$ cat config.mk
export PLATFORM = sky130hd
export DESIGN_NAME = rle_bitset_set_operation_flat
export DESIGN_NICKNAME = d
export VERILOG_FILES = /design/src/hw/rtl/rbs_pkg.sv /design/src/hw/rtl/rbs_if.sv /design/src/hw/rtl/rbs_seg_eval.sv /design/src/hw/rtl/rbs_run_ctl.sv /design/src/hw/rtl/rbs_rec_queue.sv /design/src/hw/rtl/rle_bitset_set_operation.sv /design/src/flat_wrapper.sv
export SDC_FILE = /design/constraint.sdc
export NUM_CORES = 1
export LEC_CHECK = 0
export BUFFER_PORTS_ARGS = -buffer_cell sky130_fd_sc_hd__buf_4
export CAP_MARGIN = 20
export CELL_PAD_IN_SITES_DETAIL_PLACEMENT = 1
export CELL_PAD_IN_SITES_GLOBAL_PLACEMENT = 1
export CORE_ASPECT_RATIO = 0.5
export CORE_MARGIN = 2
export CORE_UTILIZATION = 51
export DETAILED_ROUTE_END_ITERATION = 6
export PLACE_DENSITY_LB_ADDON = 0.1
export SLEW_MARGIN = 20
export SYNTH_ARGS = -nofsm -noshare
export SYNTH_HDL_FRONTEND = slang
export SYNTH_HIERARCHICAL = 1
export SYNTH_SLANG_ARGS = --single-unit
$ cat constraint.sdc
create_clock -name i_clk -period 11.1 [get_ports i_clk]
set_input_delay 2.22 -clock i_clk [delete_from_list [all_inputs] [get_ports i_clk]]
set_output_delay 2.22 -clock i_clk [all_outputs]
set_load 0.01 [all_outputs]
$ cat src/hw/rtl/rbs_pkg.sv
`timescale 1ns / 1ps
// ----------------------------------------------------------------------------
// rbs_pkg: shared types and constants of the run-length bitset combiner
// Kinds, set operations, segment and record layouts, and the sizes of the
// record queue.
// ----------------------------------------------------------------------------
package rbs_pkg;

    localparam int unsigned WORD_BITS   = 32;
    localparam int unsigned LEN_BITS    = 16;
    localparam int unsigned REC_MAX     = 3;
    localparam int unsigned QUEUE_DEPTH = 4;
    localparam int unsigned PTR_BITS    = $clog2(QUEUE_DEPTH);
    localparam int unsigned CNT_BITS    = $clog2(QUEUE_DEPTH + 1);
    localparam int unsigned NUM_BITS    = $clog2(REC_MAX + 1);
    // The queue takes a segment only while this many words at most are held.
    localparam int unsigned ROOM_LIMIT  = QUEUE_DEPTH - REC_MAX;

    typedef enum logic [1:0] {
        KIND_EMPTY = 2'd0,
        KIND_MIXED = 2'd1,
        KIND_FULL  = 2'd2
    } t_kind;

    typedef enum logic [1:0] {
        OP_AND    = 2'd0,
        OP_OR     = 2'd1,
        OP_ANDNOT = 2'd2,
        OP_XOR    = 2'd3
    } t_set_op;

    typedef enum logic {
        REC_RUN  = 1'b0,
        REC_QUAD = 1'b1
    } t_rec_kind;

    typedef struct packed {
        logic [1:0]           a_kind;
        logic [1:0]           b_kind;
        logic [WORD_BITS-1:0] a_word;
        logic [WORD_BITS-1:0] b_word;
        logic [LEN_BITS-1:0]  seg_length;
        logic                 last_segment;
    } t_seg;

    typedef struct packed {
        logic [WORD_BITS-1:0] word;
        t_kind                kind;
        logic [LEN_BITS-1:0]  len;
        logic                 last;
    } t_eval;

    typedef struct packed {
        t_rec_kind            rec_kind;
        t_kind                run_kind;
        logic [LEN_BITS-1:0]  run_length;
        logic [WORD_BITS-1:0] quad_word;
        logic                 last;
    } t_rec;

    typedef struct packed {
        logic [NUM_BITS-1:0] count;
        t_rec [REC_MAX-1:0]  rec;
    } t_push;

endpackage

$ cat src/hw/rtl/rbs_if.sv
`timescale 1ns / 1ps
// ----------------------------------------------------------------------------
// rbs_if: handshake channels of the run-length bitset combiner
// Segment input, record output and the operation register write channel.
// ----------------------------------------------------------------------------
interface rbs_seg_if;
    logic                          valid;
    logic                          ready;
    logic [1:0]                    a_kind;
    logic [1:0]                    b_kind;
    logic [rbs_pkg::WORD_BITS-1:0] a_word;
    logic [rbs_pkg::WORD_BITS-1:0] b_word;
    logic [rbs_pkg::LEN_BITS-1:0]  seg_length;
    logic                          last_segment;

    modport source (output valid, a_kind, b_kind, a_word, b_word, seg_length,
                    last_segment, input ready);
    modport sink (input valid, a_kind, b_kind, a_word, b_word, seg_length,
                  last_segment, output ready);
endinterface

interface rbs_rec_if;
    logic                          valid;
    logic                          ready;
    logic                          rec_kind;
    logic [1:0]                    run_kind;
    logic [rbs_pkg::LEN_BITS-1:0]  run_length;
    logic [rbs_pkg::WORD_BITS-1:0] quad_word;
    logic                          last;

    modport source (output valid, rec_kind, run_kind, run_length, quad_word, last,
                    input ready);
    modport sink (input valid, rec_kind, run_kind, run_length, quad_word, last,
                  output ready);
endinterface

interface rbs_cfg_if;
    logic       valid;
    logic       ready;
    logic [1:0] data;

    modport source (output valid, data, input ready);
    modport sink (input valid, data, output ready);
endinterface

$ cat src/hw/rtl/rbs_seg_eval.sv
`timescale 1ns / 1ps
// ----------------------------------------------------------------------------
// rbs_seg_eval: segment evaluation
// Expands both sides to words, applies the set operation, classifies the
// result and works out how many quads the segment covers.
// ----------------------------------------------------------------------------
module rbs_seg_eval (
    input  rbs_pkg::t_seg    i_seg,
    input  rbs_pkg::t_set_op i_op,
    output rbs_pkg::t_eval   o_eval
);

    logic [rbs_pkg::WORD_BITS-1:0] a_val;
    logic [rbs_pkg::WORD_BITS-1:0] b_val;
    logic [rbs_pkg::WORD_BITS-1:0] res;
    logic                          any_mixed;

    always_comb begin
        // Bit one set means full, which also covers the unused code three.
        a_val = i_seg.a_kind[1] ? '1 : (i_seg.a_kind[0] ? i_seg.a_word : '0);
        b_val = i_seg.b_kind[1] ? '1 : (i_seg.b_kind[0] ? i_seg.b_word : '0);
        any_mixed = (i_seg.a_kind == rbs_pkg::KIND_MIXED) ||
                    (i_seg.b_kind == rbs_pkg::KIND_MIXED);

        case (i_op)
            rbs_pkg::OP_AND:    res = a_val & b_val;
            rbs_pkg::OP_OR:     res = a_val | b_val;
            rbs_pkg::OP_ANDNOT: res = a_val & ~b_val;
            rbs_pkg::OP_XOR:    res = a_val ^ b_val;
            default:            res = a_val ^ b_val;
        endcase

        o_eval.word = res;
        if (res == '0) begin
            o_eval.kind = rbs_pkg::KIND_EMPTY;
        end else if (res == '1) begin
            o_eval.kind = rbs_pkg::KIND_FULL;
        end else begin
            o_eval.kind = rbs_pkg::KIND_MIXED;
        end
        o_eval.len  = any_mixed ? rbs_pkg::LEN_BITS'(1) : i_seg.seg_length;
        o_eval.last = i_seg.last_segment;
    end

endmodule

$ cat src/hw/rtl/rbs_run_ctl.sv
`timescale 1ns / 1ps
// ----------------------------------------------------------------------------
// rbs_run_ctl: open run tracking
// Holds the open run, merges results of equal kind into it and forms the
// closed run, quad word and final run words of one segment, packed in order.
// ----------------------------------------------------------------------------
module rbs_run_ctl (
    input  logic           i_clk,
    input  logic           i_rst_n,
    input  rbs_pkg::t_eval i_eval,
    input  logic           i_take,
    output rbs_pkg::t_push o_push
);

    logic                         r_open;
    rbs_pkg::t_kind               r_kind;
    logic [rbs_pkg::LEN_BITS-1:0] r_len;
    logic                         n_open;
    rbs_pkg::t_kind               n_kind;
    logic [rbs_pkg::LEN_BITS-1:0] n_len;

    logic                         len_nz;
    logic                         match;
    logic [rbs_pkg::LEN_BITS:0]   sum;
    logic [rbs_pkg::LEN_BITS-1:0] sat_len;
    logic                         mid_open;
    rbs_pkg::t_kind               mid_kind;
    logic [rbs_pkg::LEN_BITS-1:0] mid_len;
    rbs_pkg::t_rec                cand [rbs_pkg::REC_MAX];
    logic [rbs_pkg::REC_MAX-1:0]  cand_v;
    logic [rbs_pkg::NUM_BITS-1:0] num;

    always_comb begin
        len_nz  = |i_eval.len;
        match   = r_open && (r_kind == i_eval.kind);
        sum     = {1'b0, r_len} + {1'b0, i_eval.len};
        sat_len = sum[rbs_pkg::LEN_BITS] ? '1 : sum[rbs_pkg::LEN_BITS-1:0];

        // Run state after merging, before any flush.
        mid_open = r_open || len_nz;
        mid_kind = len_nz ? i_eval.kind : r_kind;
        mid_len  = !len_nz ? r_len : (match ? sat_len : i_eval.len);

        cand[0] = '{rec_kind: rbs_pkg::REC_RUN, run_kind: r_kind, run_length: r_len,
                    quad_word: '0, last: 1'b0};
        cand_v[0] = len_nz && r_open && !match;

        cand[1] = '{rec_kind: rbs_pkg::REC_QUAD, run_kind: rbs_pkg::KIND_MIXED,
                    run_length: rbs_pkg::LEN_BITS'(1), quad_word: i_eval.word,
                    last: 1'b0};
        cand_v[1] = len_nz && (i_eval.kind == rbs_pkg::KIND_MIXED);

        // A flush with nothing open still emits an empty final run of length zero.
        cand[2] = '{rec_kind: rbs_pkg::REC_RUN,
                    run_kind: mid_open ? mid_kind : rbs_pkg::KIND_EMPTY,
                    run_length: mid_open ? mid_len : '0,
                    quad_word: '0, last: 1'b1};
        cand_v[2] = i_eval.last;

        o_push.rec = '0;
        num = '0;
        for (int k = 0; k < rbs_pkg::REC_MAX; k++) begin
            if (cand_v[k]) begin
                o_push.rec[num] = cand[k];
                num = num + rbs_pkg::NUM_BITS'(1);
            end
        end
        o_push.count = num;

        if (i_eval.last) begin
            n_open = 1'b0;
            n_kind = rbs_pkg::KIND_EMPTY;
            n_len  = '0;
        end else begin
            n_open = mid_open;
            n_kind = mid_kind;
            n_len  = mid_len;
        end
    end

    always_ff @(posedge i_clk) begin
        if (!i_rst_n) begin
            r_open <= 1'b0;
            r_kind <= rbs_pkg::KIND_EMPTY;
            r_len  <= '0;
        end else if (i_take) begin
            r_open <= n_open;
            r_kind <= n_kind;
            r_len  <= n_len;
        end
    end

endmodule

$ cat src/hw/rtl/rbs_rec_queue.sv
`timescale 1ns / 1ps
// ----------------------------------------------------------------------------
// rbs_rec_queue: output word queue
// Takes up to three words at once and hands them out one per handshake.
// ----------------------------------------------------------------------------
module rbs_rec_queue (
    input  logic           i_clk,
    input  logic           i_rst_n,
    input  rbs_pkg::t_push i_push,
    input  logic           i_push_en,
    output logic           o_room,
    rbs_rec_if.source      o_rec
);

    rbs_pkg::t_rec                r_mem [rbs_pkg::QUEUE_DEPTH];
    logic [rbs_pkg::PTR_BITS-1:0] r_wr;
    logic [rbs_pkg::PTR_BITS-1:0] r_rd;
    logic [rbs_pkg::CNT_BITS-1:0] r_cnt;
    logic [rbs_pkg::PTR_BITS-1:0] n_wr;
    logic [rbs_pkg::PTR_BITS-1:0] n_rd;
    logic [rbs_pkg::CNT_BITS-1:0] n_cnt;
    logic                         pop;
    logic [rbs_pkg::CNT_BITS-1:0] add;
    rbs_pkg::t_rec                head;

    always_comb begin
        head             = r_mem[r_rd];
        o_rec.valid      = (r_cnt != '0);
        o_rec.rec_kind   = head.rec_kind;
        o_rec.run_kind   = head.run_kind;
        o_rec.run_length = head.run_length;
        o_rec.quad_word  = head.quad_word;
        o_rec.last       = head.last;

        pop    = o_rec.valid && o_rec.ready;
        o_room = (r_cnt <= rbs_pkg::CNT_BITS'(rbs_pkg::ROOM_LIMIT));
        add    = i_push_en ? rbs_pkg::CNT_BITS'(i_push.count) : '0;
        n_wr   = r_wr + add[rbs_pkg::PTR_BITS-1:0];
        n_rd   = r_rd + rbs_pkg::PTR_BITS'(pop);
        n_cnt  = r_cnt + add - rbs_pkg::CNT_BITS'(pop);
    end

    always_ff @(posedge i_clk) begin
        if (!i_rst_n) begin
            r_wr  <= '0;
            r_rd  <= '0;
            r_cnt <= '0;
        end else begin
            r_wr  <= n_wr;
            r_rd  <= n_rd;
            r_cnt <= n_cnt;
        end
    end

    always_ff @(posedge i_clk) begin
        for (int k = 0; k < rbs_pkg::REC_MAX; k++) begin
            if (i_push_en && (rbs_pkg::NUM_BITS'(k) < i_push.count)) begin
                r_mem[r_wr + rbs_pkg::PTR_BITS'(k)] <= i_push.rec[k];
            end
        end
    end

endmodule

$ cat src/hw/rtl/rle_bitset_set_operation.sv
`timescale 1ns / 1ps
// ----------------------------------------------------------------------------
// rle_bitset_set_operation: run-length bitset combiner, top level
// The block takes one segment per cycle while each segment yields at most one
// output word and the record side takes each word; a segment of two or three
// words (a closed run, a mixed quad word, a final run) holds the input until
// the four-word output queue, one word out per handshake, has room. A word
// goes through the input register, then the queue. The set operation register
// must be written only while idle; the block itself does not enforce this.
// ----------------------------------------------------------------------------
module rle_bitset_set_operation (
    input  logic      i_clk,
    input  logic      i_rst_n,
    rbs_cfg_if.sink   i_cfg,
    rbs_seg_if.sink   i_seg,
    rbs_rec_if.source o_rec
);

    rbs_pkg::t_set_op r_set_op;
    rbs_pkg::t_seg    r_in;
    logic             r_in_valid;
    rbs_pkg::t_eval   eval;
    rbs_pkg::t_push   push;
    logic             room;
    logic             take;

    assign i_cfg.ready = 1'b1;
    assign take        = r_in_valid && room;
    assign i_seg.ready = !r_in_valid || take;

    always_ff @(posedge i_clk) begin
        if (!i_rst_n) begin
            r_set_op <= rbs_pkg::OP_AND;
        end else if (i_cfg.valid) begin
            r_set_op <= rbs_pkg::t_set_op'(i_cfg.data);
        end
    end

    always_ff @(posedge i_clk) begin
        if (!i_rst_n) begin
            r_in_valid <= 1'b0;
        end else if (i_seg.ready) begin
            r_in_valid <= i_seg.valid;
        end
    end

    always_ff @(posedge i_clk) begin
        if (i_seg.valid && i_seg.ready) begin
            r_in <= '{a_kind: i_seg.a_kind, b_kind: i_seg.b_kind,
                      a_word: i_seg.a_word, b_word: i_seg.b_word,
                      seg_length: i_seg.seg_length,
                      last_segment: i_seg.last_segment};
        end
    end

    rbs_seg_eval u_eval (
        .i_seg  (r_in),
        .i_op   (r_set_op),
        .o_eval (eval)
    );

    rbs_run_ctl u_run (
        .i_clk   (i_clk),
        .i_rst_n (i_rst_n),
        .i_eval  (eval),
        .i_take  (take),
        .o_push  (push)
    );

    rbs_rec_queue u_queue (
        .i_clk     (i_clk),
        .i_rst_n   (i_rst_n),
        .i_push    (push),
        .i_push_en (take),
        .o_room    (room),
        .o_rec     (o_rec)
    );

endmodule

$ cat src/flat_wrapper.sv
// flat-port wrapper written by rule: the top's interface ports become plain ports
module rle_bitset_set_operation_flat 
  (i_clk, i_rst_n, i_cfg_valid, i_cfg_data, i_cfg_ready, i_seg_valid, i_seg_a_kind, i_seg_b_kind, i_seg_a_word, i_seg_b_word, i_seg_seg_length, i_seg_last_segment, i_seg_ready, o_rec_valid, o_rec_rec_kind, o_rec_run_kind, o_rec_run_length, o_rec_quad_word, o_rec_last, o_rec_ready);
  rbs_cfg_if i_cfg_i ();
  rbs_seg_if i_seg_i ();
  rbs_rec_if o_rec_i ();
  input  logic i_clk;
  input  logic i_rst_n;
  input wire logic [$bits(i_cfg_i.valid)-1:0] i_cfg_valid;
  input wire logic [$bits(i_cfg_i.data)-1:0] i_cfg_data;
  output wire logic [$bits(i_cfg_i.ready)-1:0] i_cfg_ready;
  input wire logic [$bits(i_seg_i.valid)-1:0] i_seg_valid;
  input wire logic [$bits(i_seg_i.a_kind)-1:0] i_seg_a_kind;
  input wire logic [$bits(i_seg_i.b_kind)-1:0] i_seg_b_kind;
  input wire logic [$bits(i_seg_i.a_word)-1:0] i_seg_a_word;
  input wire logic [$bits(i_seg_i.b_word)-1:0] i_seg_b_word;
  input wire logic [$bits(i_seg_i.seg_length)-1:0] i_seg_seg_length;
  input wire logic [$bits(i_seg_i.last_segment)-1:0] i_seg_last_segment;
  output wire logic [$bits(i_seg_i.ready)-1:0] i_seg_ready;
  output wire logic [$bits(o_rec_i.valid)-1:0] o_rec_valid;
  output wire logic [$bits(o_rec_i.rec_kind)-1:0] o_rec_rec_kind;
  output wire logic [$bits(o_rec_i.run_kind)-1:0] o_rec_run_kind;
  output wire logic [$bits(o_rec_i.run_length)-1:0] o_rec_run_length;
  output wire logic [$bits(o_rec_i.quad_word)-1:0] o_rec_quad_word;
  output wire logic [$bits(o_rec_i.last)-1:0] o_rec_last;
  input wire logic [$bits(o_rec_i.ready)-1:0] o_rec_ready;
  assign i_cfg_i.valid = i_cfg_valid;
  assign i_cfg_i.data = i_cfg_data;
  assign i_cfg_ready = i_cfg_i.ready;
  assign i_seg_i.valid = i_seg_valid;
  assign i_seg_i.a_kind = i_seg_a_kind;
  assign i_seg_i.b_kind = i_seg_b_kind;
  assign i_seg_i.a_word = i_seg_a_word;
  assign i_seg_i.b_word = i_seg_b_word;
  assign i_seg_i.seg_length = i_seg_seg_length;
  assign i_seg_i.last_segment = i_seg_last_segment;
  assign i_seg_ready = i_seg_i.ready;
  assign o_rec_valid = o_rec_i.valid;
  assign o_rec_rec_kind = o_rec_i.rec_kind;
  assign o_rec_run_kind = o_rec_i.run_kind;
  assign o_rec_run_length = o_rec_i.run_length;
  assign o_rec_quad_word = o_rec_i.quad_word;
  assign o_rec_last = o_rec_i.last;
  assign o_rec_i.ready = o_rec_ready;
  rle_bitset_set_operation u_core (.i_clk(i_clk), .i_rst_n(i_rst_n), .i_cfg(i_cfg_i), .i_seg(i_seg_i), .o_rec(o_rec_i));
endmodule
==> summary by stage <==
Detailed routing
The number of DRC violations after detailed-routing iteration 0 is approximately 1000. The post-route antenna net violation count is 0. The post-route DRC violation count is 0.

The number of iterations in the first detailed-routing pass is 5. In the routed layout, each cell is associated on average with a via count of 6.16. The total detailed-routing wirelength is 63400 um. The detailed router placed 15300 vias in this run.

The detailed-route wire length per cell is 25.6 um.

Synth
The cell taking the most area after synthesis is edfxtp_1. The most frequently used flop master after synthesis is edfxtp_1. The post-synthesis instance area is 22600 um2. The area fraction of the dominant cell type after synthesis is 38.9%. The fraction of registers with async set or reset after synthesis is 0%. The post-synthesis sequential area ratio is approximately two fifths. The number of synthesized register bits is 322. Synthesis produced a netlist whose cell count is 1783. The synthesized netlist contains 83 unique library cells. The number of flops mapped to enable cells by yosys is 293. The mean post-synth cell area is 12.7 um2. Yosys attributes the largest share of cell area to edfxtp_1 (39%), mux2_2 (18%), mux4_2 (5.2%), a21oi_4 (3.7%), mux2_4 (3.3%).

For this run, the number of Yosys warnings is 6.

Placed design
After detailed placement, the design holds a cell count of 2414. The congestion estimate from routability-driven global placement came to approximately 0.87. The cell area reported after detailed placement is 23800 um2. Prior to clock tree synthesis, the placed netlist has a worst setup slack of ~3.7 ns. The detailed placement HPWL is approximately 40000 um. In this run the tool buffered the top-level ports with 145 buffer cells.

Pwr
The power density over cell area is 168 nW/um2. The net switching share of the total power is a little under a third. The internal power of the cells totals 2.86 mW.

The worst IR drop on VDD is 0.110 mV. The leakage dissipation is 9.24 nW. The analysis attributes to net switching a power of 1.33 mW. In this run, the combinational gates consume 33.2% of the power. The total power draw is 4.18 mW. Of the total power, the clock network draws 28.1%. In this run, flip-flops and latches consume approximately two fifths of the power.

Timing
Headroom to the max-slew limit came out at 26.1%. The final setup TNS is 0 ns. The number of max-slew violations in the final report was 0.

At the pin with the least slew margin, the transition time is 1.11 ns. Setup repair after global routing left no endpoint under its margin. The maximum operating frequency is 134 MHz.

The final-report setup violation count is 0. The worst path uses 67.4% of the clock period. The worst-case clock skew is 0.0266 ns. The shortest period the worst path allows is about 7.5 ns. The slack of the critical path is 3.62 ns. The final count of hold timing violations was 0.

Die
The floorplan step defined a die boundary enclosing 46200 um2. The x dimension of the die is about 300 um. The height of the chip is roughly 150 um. The placeable core region is about 44000 um2. The cell row count is 54. Pin placement for this block handled 147 I/O pins. Once the floorplan was initialized, standard cells occupied roughly half of the core.

Hold path
The number of cells traversed by the worst hold path is 2. The worst hold path class is flop to flop.

Layout
The top cell types in the final layout, fill and taps aside, are mux2_2 (366), edfxtp_1 (293), buf_4 (171), nand2_1 (125), and2_1 (90). Once layout is done, the placed cells without fillers occupy 24900 um2. The final cell count without fillers is 2476.

Cells with a size suffix above 1 make up 43.4% of the layout. The count of nets after finishing is 2011. Counting the fill cells in the layout gives around 4400. The library cell used most frequently in the layout, excluding fill and tap cells, is mux2_2.

The layout overhead on the synthesized area is 10.3%. The repair_antennas step left the layout with diodes totalling 0.

Clock tree
In this run, post-CTS repair resized a total of 0 instances. After clock tree synthesis, the setup repair step added 0 buffers. Clock-pin slew was measured on the worst setup and hold paths at roughly 0.06 ns. The hold buffer count at cts is 0. No sink is reached through more buffers than the 3 on the longest clock path. At the later pin of the worst-skew pair, clock insertion delay measures 0.55 ns. The maximum level of the CTS H-tree is 2. CTS saw 322 sinks. The TritonCTS buffer count is 34. The tree is rooted in a clkbuf_16.

TritonCTS built the clock tree.

Worst setup path
The cell family contributing the most delay on the critical path is simple AND/OR/NAND/NOR gates. The delay contributed by the slowest stage of the critical path is 0.83 ns. The start point of the critical path is u_core/r_set_op[0]$_SDFFE_PN0P_. STA classifies the critical path endpoint as a flop. The startpoint of the worst-slack reg-to-reg timing path is u_core/r_set_op[0]$_SDFFE_PN0P_. In this run the worst path has a maximum fanout of 97. The signal on the critical path passes through buf_4, nor3_1, o32ai_1, nor4_1, nand4_1, a2bb2oi_1, xnor2_1, nand3_1, nand3_1, inv_1, ha_1, inv_1, mux2i_1, and2_1, inv_2, or4b_4, buf_4, mux2_4.

The number of cell instances on the worst register-to-register path is 18. The instance count on the critical path is 18. In this run the critical register-to-register path is captured at u_core/u_queue/r_mem[2][48]$_DFFE_PP_. The buffers plus inverters on the worst setup path is 5.

The critical path in this run is classified as flop to flop. The standard cell with the maximum stage delay on the critical path is a2bb2oi_1. The data arrival time of the critical path is 7.77 ns.

The worst setup path endpoint is u_core/u_queue/r_mem[2][48]$_DFFE_PP_. The reg-to-reg setup timing slack is approximately 3.6 ns. The required time of the critical path is 11.39 ns. The worst setup path is launched from a flop.

GRT
For this run, the total global-route usage over all layers was measured as 27.3%. The wire length of the first global-routing pass is 97400 um. The total overflow reported by the global router is 0. The maximum number of pins on one net before global-route repair is 98.

The initial antenna violation count is 4. The via count of the first global-routing pass is 16600.

Status
The run finished with clean final reports.

Job
The max-cap check violation count is 0.
## worst min-delay path: stages, from the launching register on
cell and delay, ns:
dfxtp_1 0.34, nand2b_4 0.08, a21boi_1 0.05
## cells by family (layout without fill, tap and decap cells)
family	count (synthesis)	after routing	synth area share (%)
muxes	473	473	26.9
and+or+nand+nor	442	442	10.9
DFF	322	322	41.5
AOI/OAI and AO/OA	264	264	11.5
buffers and inverters	206	279	5.25
adders and majority gates	57	57	3.22
xor gates and xnor gates	17	17	0.658
other	2	34	0.0332
## state kept, by name, summed over array words and instances (netlist names)
signal and flops:
u_core/u_queue/r_rd 2, u_core/r_in_valid 1, u_core/r_in 85, u_core/u_queue/r_wr 2
u_core/r_set_op 2, u_core/u_queue/r_mem 208, u_core/u_run/r_kind 2, u_core/u_queue/r_cnt 3
u_core/u_run/r_len 16, u_core/u_run/r_open 1
## power groups by stage
stage                     clock network, mW  registers (mW)  logic, mW
after global routing                   1.25            1.64       1.49
after global placement                    0            1.64       1.32
after CTS                              1.20            1.62       1.39
after detailed placement                  0            1.65       1.38
final                                  1.18            1.62       1.39
after floorplan                           0            1.58       1.02
## synth_stat cells (19+ instances only)
cell / number
buf_2: 29
nor2b_1: 42
a21oi_1: 22
o32ai_2: 23
inv_1: 44
clkbuf_1: 64
ha_1: 55
nor2_1: 42
nand2_1: 125
buf_4: 37
mux2_2: 366
a21oi_4: 51
o21ai_0: 29
o31ai_1: 19
mux4_2: 52
nor3_1: 36
edfxtp_1: 293
dfxtp_1: 29
mux2_4: 50
and2_1: 92
## routing by layer
metal	wire (um)	GRT usage, %	up-vias	share of wire [%]
li1	-	-	6912	-
met1	27800	35.4	7885	44
met2	31500	47.8	331	50
met3	2600	4.01	118	4.1
met4	1520	6.88	4	2.4
met5	27	0	-	0.043
## how the worst min path moves through the flow
stage,endpoint,start,slack [ns]
2_1_floorplan,u_core/u_run/r_len[5]$_SDFFE_PN0P_,u_core/u_run/r_len[5]$_SDFFE_PN0P_,0.47
3_3_place_gp,u_core/r_in_valid$_SDFFE_PN0P_,u_core/r_in_valid$_SDFFE_PN0P_,0.49
3_5_place_dp,u_core/r_in_valid$_SDFFE_PN0P_,u_core/r_in_valid$_SDFFE_PN0P_,0.51
4_1_cts,u_core/r_in_valid$_SDFFE_PN0P_,u_core/r_in_valid$_SDFFE_PN0P_,0.52
5_1_grt,u_core/r_in_valid$_SDFFE_PN0P_,u_core/r_in_valid$_SDFFE_PN0P_,0.57
6_report,u_core/r_in_valid$_SDFFE_PN0P_,u_core/r_in_valid$_SDFFE_PN0P_,0.52
## through the flow
stage          util (%)  hold slack, ns
6_report           57.2           0.515
5_1_grt            57.2           0.568
4_1_cts            57.2           0.520
3_5_place_dp       54.6           0.509
3_3_place_gp       54.6           0.491
2_1_floorplan         -           0.473
## cell type report
cell class,count,area [um2],area share (%)
inverter,46,173,0.692
sequential,322,9390,37.6
clock buffer,39,870,3.49
clock inverter,23,234,0.938
tap,588,736,2.95
multi-input combinational,1287,12300,49.1
timing repair buffer,171,1280,5.15
(Power assumes the default switching activity.)
